$ cat config.mk
export PLATFORM = sky130hd
export DESIGN_NAME = sats_ctrl
export DESIGN_NICKNAME = d
export VERILOG_FILES = /design/src/hw/rtl/sats_pkg.sv /design/src/hw/rtl/sats_ctrl.sv
export SDC_FILE = /design/constraint.sdc
export NUM_CORES = 1
export LEC_CHECK = 0
export ABC_AREA = 1
export BUFFER_PORTS_ARGS = -buffer_cell sky130_fd_sc_hd__buf_2
export CAP_MARGIN = 10
export CORE_AREA = 2 2 39 41
export CTS_BUF_LIST = sky130_fd_sc_hd__clkbuf_4 sky130_fd_sc_hd__clkbuf_8
export CTS_CLUSTER_SIZE = 24
export DETAILED_ROUTE_END_ITERATION = 7
export DIE_AREA = 0 0 41 43
export PLACE_DENSITY = 0.39
export SYNTH_ARGS = -nofsm -noshare
export SYNTH_HDL_FRONTEND = slang
export SYNTH_SLANG_ARGS = --single-unit
$ cat constraint.sdc
create_clock -name i_clk -period 0.9 [get_ports i_clk]
set_input_delay 0.18 -clock i_clk [delete_from_list [all_inputs] [get_ports i_clk]]
set_output_delay 0.18 -clock i_clk [all_outputs]
set_load 0.05 [all_outputs]
$ cat src/hw/rtl/sats_pkg.sv
// Shared types, codes and constants of the set-associative LRU tag store.
`default_nettype none
package sats_pkg;

    // Fixed field widths of the trace interface.
    localparam int ADDR_BITS = 32;
    localparam int TAG_W     = ADDR_BITS;
    localparam int CNT_W     = 32;
    localparam int CFG_IDX_W = 2;
    localparam int CFG_DATA_W = 5;

    // Defaults of the top-level parameters.
    localparam int SATS_MAX_SET_BITS = 6;
    localparam int SATS_MAX_WAYS     = 8;

    // Saturation limit of the block offset register.
    localparam int BLOCK_BITS_MAX = 16;

    // Configuration register indexes.
    localparam logic [CFG_IDX_W-1:0] CFG_SET_BITS   = 2'd0;
    localparam logic [CFG_IDX_W-1:0] CFG_BLOCK_BITS = 2'd1;
    localparam logic [CFG_IDX_W-1:0] CFG_WAYS       = 2'd2;

    typedef enum logic [1:0] {
        KIND_LOAD   = 2'd0,
        KIND_STORE  = 2'd1,
        KIND_MODIFY = 2'd2,
        KIND_IFETCH = 2'd3
    } t_kind;

    typedef enum logic [1:0] {
        OUT_HIT   = 2'd0,
        OUT_FILL  = 2'd1,
        OUT_EVICT = 2'd2
    } t_outcome;

    typedef struct packed {
        t_kind                  kind;
        logic [ADDR_BITS-1:0]   address;
    } t_in_item;

    typedef struct packed {
        t_outcome               outcome;
        logic [CNT_W-1:0]       hit_total;
        logic [CNT_W-1:0]       miss_total;
        logic [CNT_W-1:0]       eviction_total;
        logic                   last_of_access;
    } t_out_item;

    typedef enum logic [1:0] {
        ST_CLEAR  = 2'd0,
        ST_IDLE   = 2'd1,
        ST_EXEC   = 2'd2,
        ST_REREAD = 2'd3
    } t_state;

    // Controller to datapath.
    typedef struct packed {
        logic clear;    // write one zeroed row of the clearing pass
        logic capture;  // latch the input beat and read its set
        logic reissue;  // read the latched set again
        logic exec;     // resolve the lookup, write the row back, load the result
        logic last;     // last result of this access
    } t_dp_cmd;

    // Datapath to controller.
    typedef struct packed {
        logic clr_last;  // clearing pass is at its final row
        logic out_free;  // result register can take a new beat
    } t_dp_status;

endpackage
`default_nettype wire

$ cat src/hw/rtl/sats_ctrl.sv
// Controller state machine of the tag store: clearing pass and lookup sequencing.
`default_nettype none
module sats_ctrl (
    input  wire logic                   i_clk,
    input  wire logic                   i_rst_n,
    input  wire logic                   i_in_valid,
    input  wire sats_pkg::t_kind        i_in_kind,
    output logic                        o_in_stall,
    input  wire sats_pkg::t_dp_status   i_status,
    output sats_pkg::t_dp_cmd           o_cmd
);
    import sats_pkg::*;

    t_state r_state, n_state;
    logic   r_modify, n_modify;
    logic   r_second, n_second;

    always_ff @(posedge i_clk) begin
        if (!i_rst_n) begin
            r_state  <= ST_CLEAR;
            r_modify <= 1'b0;
            r_second <= 1'b0;
        end else begin
            r_state  <= n_state;
            r_modify <= n_modify;
            r_second <= n_second;
        end
    end

    always_comb begin
        n_state    = r_state;
        n_modify   = r_modify;
        n_second   = r_second;
        o_in_stall = 1'b1;
        o_cmd      = '0;
        unique case (r_state)
            ST_CLEAR: begin
                o_cmd.clear = 1'b1;
                if (i_status.clr_last) begin
                    n_state = ST_IDLE;
                end
            end
            ST_IDLE: begin
                o_in_stall = 1'b0;
                // An instruction fetch is taken and dropped here.
                if (i_in_valid && i_in_kind != KIND_IFETCH) begin
                    o_cmd.capture = 1'b1;
                    n_modify      = (i_in_kind == KIND_MODIFY);
                    n_second      = 1'b0;
                    n_state       = ST_EXEC;
                end
            end
            ST_EXEC: begin
                o_cmd.last = !(r_modify && !r_second);
                if (i_status.out_free) begin
                    o_cmd.exec = 1'b1;
                    if (r_modify && !r_second) begin
                        n_second = 1'b1;
                        n_state  = ST_REREAD;
                    end else begin
                        n_state  = ST_IDLE;
                    end
                end
            end
            ST_REREAD: begin
                // The row written back last cycle is read again for the second lookup.
                o_cmd.reissue = 1'b1;
                n_state       = ST_EXEC;
            end
            default: begin
                n_state = ST_CLEAR;
            end
        endcase
    end

endmodule
`default_nettype wire

==> reports/qor.yml, run 1 <==
outcome:
  status: "finished with violations"
  violations: "setup timing"
cts:
  clk-insertion-delay-late_ns: 0.23
  cts-buffers-inserted: 3
  clock-sinks: 4
  clkTransAtPathRegs_ns: 0.04
  cts_tree: "yes"
  root_buffer: "clkbuf_4"
  postCtsHoldBufs: 0
  htree_levels: 1
  cts_buffer_depth: 2
logic_synthesis:
  ys_seq_elements: 4
  synthCells: 38
  synth_nets: 45
  synth-xor-area-share_pct: 0
  synthMuxAreaShare_pct: 0
  synth_top_family_by_area: "simple AND/OR/NAND/NOR gates"
  synth-compound-area-share_pct: 16.3
  synth_area_per_cell_sq_um: 6.85
  yosysUniqueCellTypes: 14
  synthAdderAreaFrac_pct: 0
  synth_seq_area_share_pct: 30.8
  syn_area_sq_um: 260
  synthSimpleGateAreaFrac_pct: 41.3
  synth_warnings: 0
drt:
  drc: 0
  drt_pass1_iterations: 2
  vias_per_cell: 3.99
  drtIter0Drc: 2
  drt_wl_total_um: 699
  dr_total_vias: 315
  ant_nets: 0
  wire_per_inst_um: 8.85
placement:
  placed_area_sq_um: 450
  hpwl_um: 524
  numPortBuffers: 12
  routabilityCongestion: 0.655
  dp_cells: 74
setup_path:
  r2r_slack_ns: -0.08
  crit_arrival_ns: 1.07
  setup.worst_path.class: "reg -> out"
  slowest_stage: "dfxtp_4"
  cp_max_fo: 5
  crit_path_cell_trace: "inv_6 -> nor2_4 -> inv_2 -> nor2_4 -> buf_8"
  worstSetupEndpointType: "output port"
  cp-start-kind: "flop"
  crit_required_ns: 0.72
  max_stage_delay_ns: 0.38
  crit_path_frequent_cell: "nor2_4"
final_layout:
  final_area_sq_um: 586
  fin_nets: 72
  final_layout_size_suffix_gt1_share_pct: 77.8
  antenna_cells: 0
  syn2layout_area_growth_pct: 125
  utilization_pct: 42.3
  instances_no_fill: 79
timing:
  final-setup-viol-count: 9
  fin_crit_sh_pct: 139
  setup_tns_ns: -1.71
  min_period_ns: 1.25
  skew_ns: 0.00294
  setup_ws_ns: -0.348
  worstMarginPinSlew_ns: 0.157
  hold_viol_final: 0
  timing.fmax_ghz: 0.801
  max_slew_margin_pct: 89.5
  rsz0062_at_grt: "yes"
  slew_viol_final: 0
hold_path:
  holdCritPathClass: "in -> reg"
grt:
  grt-ovfl-total: 0
  grt_start_max_net_pins: 7
  grt_pass1_vias: 313
  grt_antenna_before_repair: 0
  grt_first_pass_wirelength_mm: 1.17
  grt_use_total_pct: 10.3
power:
  finalPower_w: 0.000816
  p_leak_nw: 0.253
  ir_worst_vdd_uv: 444
  power.density_mw_per_mm2: 1390
floorplanning:
  io_pins: 13
  initial_core_util_pct: 18.8
  std_cell_rows: 14
  die_y_um: 43
  die_w_um: 41
  dieArea_sq_mm: 0.00176
  core_sq_mm: 0.00138
flow_run:
  drv_cap: 0
-- registers in the layout (all words and copies together) (netlist names) --
signal / cells
r_second: 1
r_state: 2
r_modify: 1
-- placed cells by master (no fill, tap or decap), types with 2 or more instances in the layout --
master | netlist | routed
nor2_2 | 3 | 3
nor2_4 | 1 | 5
nand2_1 | 7 | 5
buf_6 | 0 | 2
dfxtp_4 | 0 | 2
dfxtp_1 | 4 | 2
nand2_2 | 2 | 3
buf_8 | 0 | 5
a21oi_2 | 2 | 3
inv_1 | 6 | 4
clkbuf_4 | 0 | 3
buf_4 | 0 | 9
buf_2 | 0 | 6
-- worst max-delay path, delay by kind of cell, from the launching register on --
| family | cells | cell delay (ns) |
|---|---|---|
| simple gates | 2 | 0.19 |
| flops | 1 | 0.38 |
| buf+inv | 3 | 0.26 |
-- cells in the mapped netlist --
master	n	area, sq um
nand2_4	1	11.3
o21bai_1	2	15.0
nand2_1	7	26.3
inv_1	6	22.5
inv_2	2	7.51
nand3b_1	1	7.51
a21oi_2	2	17.5
nor2_4	1	11.3
dfxtp_1	4	80.1
nand3_1	1	5.00
nand2_2	2	12.5
a21oi_1	2	10.0
nor2_2	3	18.8
nor2_1	4	15.0
-- power by group --
group	total (W)	internal, W	leakage [nW]	switching [W]
registers	0.000222	0.000193	0.0340	0.0000288
logic	0.000368	0.000161	0.205	0.000207
clock network	0.000226	0.000149	0.0138	0.0000763
total	0.000816	0.000504	0.253	0.000312
-- worst paths after layout --
kind / depth (start not counted) / endpoint / from
max: 5 / o_cmd[0] / r_state[1]$_SDFFE_PN0P_
min: 3 / r_state[1]$_SDFFE_PN0P_ / i_rst_n
max reg2reg: 7 / r_modify$_SDFFE_PN0P_ / r_state[1]$_SDFFE_PN0P_
min reg2reg: 3 / r_modify$_SDFFE_PN0P_ / r_modify$_SDFFE_PN0P_
-- cells by family (layout without fill, tap and decap cells) --
| group | Yosys count | after routing |
|---|---|---|
| buffers and inverters | 8 | 33 |
| DFF | 4 | 4 |
| AOI/OAI and AO/OA | 6 | 6 |
| and+or+nand+nor | 20 | 20 |
-- metal layers --
layer,track usage [%],wire length [um]
met1,11.5,303
met2,15.3,343
met3,3.14,43
met4,8.00,9
met5,0,0
-- per-stage QoR --
stage                     worst slack (ns)  hold slack (ns)
after CTS                           -0.364            0.192
after detailed placement            -0.198            0.444
after floorplan                     -0.140            0.289
final                               -0.348            0.210
after global placement              -0.186            0.442
after global routing                -0.401            0.211
-- layout make-up --
cell class	instances	area, sq um
clock buffer	3	22.5
fill	150	798
inverter	8	41.3
multi-input combinational	26	219
sequential	4	87.6
tap	16	20.0
timing repair buffer	22	195
-- timing repair --
item,CTS,global route
gates resized for setup,17,11
setup buffers,2,2
pin swaps,4,6
endpoints found under the setup margin,9,10
cloned,0,0
(Power assumes the default switching activity.)
==> run 2: changes to the inputs <==
Settings changed: PLACE_DENSITY 0.39 to 0.51.
==> reports/qor.yml, run 2 (synthesis gave the netlist of run 1 again) <==
grt:
  grt_antenna_before_repair: 0  # unchanged
  grt_pass1_vias: 315  # +0.64%
  grt-ovfl-total: 0  # unchanged
  gr-usage-met3_pct: 4.71  # +1.6 points
  grt.met2_usage_pct: 15.0  # -0.31 points
  grt_use_total_pct: 9.42  # -0.91 points
  grt_start_max_net_pins: 6  # -1
  grt_first_pass_wirelength_mm: 1.12  # -4.2%
  grt_most_used_layer: "met2"
  use_met1_pct: 9.90  # -1.6 points
setup_path:
  setup.worst_path.class: "reg -> out"
  critPathBufInv: 3  # unchanged
  r2r_slack_ns: -0.10  # -0.02 ns
  crit_arrival_ns: 1.07  # about the same
  crit_path_frequent_cell: "nor2_4"
  worstSetupEndpointType: "output port"
  setup.worst_path.start: "r_state[1]$_SDFFE_PN0P_"
  cpLargestDelayFamily: "flip-flops"
  crit_path_cell_trace: "inv_6 -> nor2_4 -> inv_2 -> nor2_4 -> buf_6"
  slowest_stage: "dfxtp_4"
  crit_required_ns: 0.72  # about the same
  cp-start-kind: "flop"
  reg2reg_from: "r_state[1]$_SDFFE_PN0P_"
  cp_max_fo: 4  # -1
  max_stage_delay_ns: 0.37  # about the same
power:
  p_leak_nw: 0.254  # +0.28%
  power.density_mw_per_mm2: 1530  # +10%
  ir_worst_vdd_uv: 592  # +33%
placement:
  hpwl_um: 537  # +2.4%
  routabilityCongestion: 0.666  # +1.6%
  numPortBuffers: 12  # unchanged
  dp_cells: 75  # +1.4%
floorplanning:
  die_y_um: 43  # unchanged
  std_cell_rows: 14  # unchanged
  dieArea_sq_mm: 0.00176  # unchanged
  io_pins: 13  # unchanged
  die_w_um: 41  # unchanged
  core_sq_mm: 0.00138  # unchanged
  initial_core_util_pct: 18.8  # unchanged
drt:
  drc: 0  # unchanged
  drt_wl_total_um: 642  # -8.2%
  vias_per_cell: 4.20  # +5.3%
  drtIter0Drc: 2  # unchanged
  ant_nets: 0  # unchanged
  drt_pass1_iterations: 2  # unchanged
  dr_total_vias: 340  # +7.9%
  wire_per_inst_um: 7.93  # -10%
timing:
  slew_viol_final: 0  # unchanged
  hold_viol_final: 0  # unchanged
  timing.fmax_ghz: 0.803  # +0.24%
  fin_crit_sh_pct: 138  # -0.33 points
  max_slew_margin_pct: 88.6  # -0.90 points
  setup_ws_ns: -0.345  # +0.00297 ns
  worstMarginPinSlew_ns: 0.170  # +0.0136 ns
  final-setup-viol-count: 9  # unchanged
  setup_tns_ns: -1.88  # -0.160 ns
  rsz0062_at_grt: "yes"
  skew_ns: 0.00972  # +0.00678 ns
  min_period_ns: 1.25  # -0.00297 ns
hold_path:
  min_from: "i_rst_n"
  holdCritPathClass: "in -> reg"
cts:
  cts_buffer_depth: 2  # unchanged
  cts-buffers-inserted: 3  # unchanged
  clock-sinks: 4  # unchanged
  cts_tree: "yes"
  htree_levels: 1  # unchanged
  clkTransAtPathRegs_ns: 0.04  # about the same
  clk-insertion-delay-late_ns: 0.24  # about the same
  root_buffer: "clkbuf_4"
final_layout:
  final_layout_size_suffix_gt1_share_pct: 73.8  # -3.9 points
  final_common_cell: "buf_4"
  syn2layout_area_growth_pct: 115
  top_regs: "r_state (2), r_modify (1), r_second (1)"
  fin_nets: 73  # +1.4%
  regMostFlops: "r_state"
  antenna_cells: 0  # unchanged
  final_cell_mix: "buf_4 (9), buf_6 (8), buf_2 (6)"
  instances_no_fill: 81  # +2.5%
  largest_register_ffs: 2  # unchanged
outcome:
  status: "finished with violations"
  violations: "setup timing"
flow_run:
  drv_cap: 0  # unchanged
-- run 2: final timing paths --
kind                                                 to  depth (start not counted)
worst max register to register    r_second$_SDFFE_PN0P_                          6
worst max-delay path                           o_cmd[1]                          5
worst min-delay path            r_state[1]$_SDFFE_PN0P_                          3
worst min register to register    r_modify$_SDFFE_PN0P_                          3
-- run 2: timing repair --
item	in CTS	in global routing
pin swaps	6	5
resized for setup	18	1
setup endpoints to repair	10	10
setup buffers	2	1
hold buffers	0	0
-- run 2: stage by stage --
| stage | hold slack [ns] | cell area (sq um) | total power (W) | setup WS [ns] | utilization [%] |
|---|---|---|---|---|---|
| finish | 0.199 | 561 | 0.000860 | -0.345 | 40.5 |
| global route | 0.199 | 561 | 0.000917 | -0.409 | 40.5 |
| CTS | 0.198 | 561 | 0.000869 | -0.357 | 40.5 |
| detailed placement | 0.442 | 458 | 0.000521 | -0.189 | 33.1 |
| global placement | 0.445 | 458 | 0.000520 | -0.170 | 33.1 |
| floorplan | 0.289 | 310 | 0.000423 | -0.140 | - |
-- run 2: metal layers --
layer | vias up | part of all wire [%]
li1 | 172 | -
met1 | 157 | 36
met2 | 11 | 55
met3 | 0 | 8.6
met4 | 0 | 0
met5 | - | 0
-- run 2: worst reg2reg max path, delay by kind of cell (launching register included) --
family | cells | cell delay (ns)
DFF | 1 | 0.37
buffers and inverters | 3 | 0.25
and+or+nand+nor | 2 | 0.17
AOI/OAI and AO/OA | 1 | 0.14
-- run 2: final cells by class --
| class | instances | area, sq um |
|---|---|---|
| sequential | 4 | 87.6 |
| fill | 144 | 823 |
| clock buffer | 4 | 30.0 |
| inverter | 8 | 41.3 |
| tap | 16 | 20.0 |
| timing repair buffer | 23 | 188 |
| multi-input combinational | 26 | 194 |
-- run 2: where the power goes --
part | total, W | switching, W | leakage [nW] | internal (W)
clock network | 0.000276 | 0.0000794 | 0.0184 | 0.000197
registers | 0.000219 | 0.0000254 | 0.0340 | 0.000193
logic | 0.000365 | 0.000202 | 0.201 | 0.000163
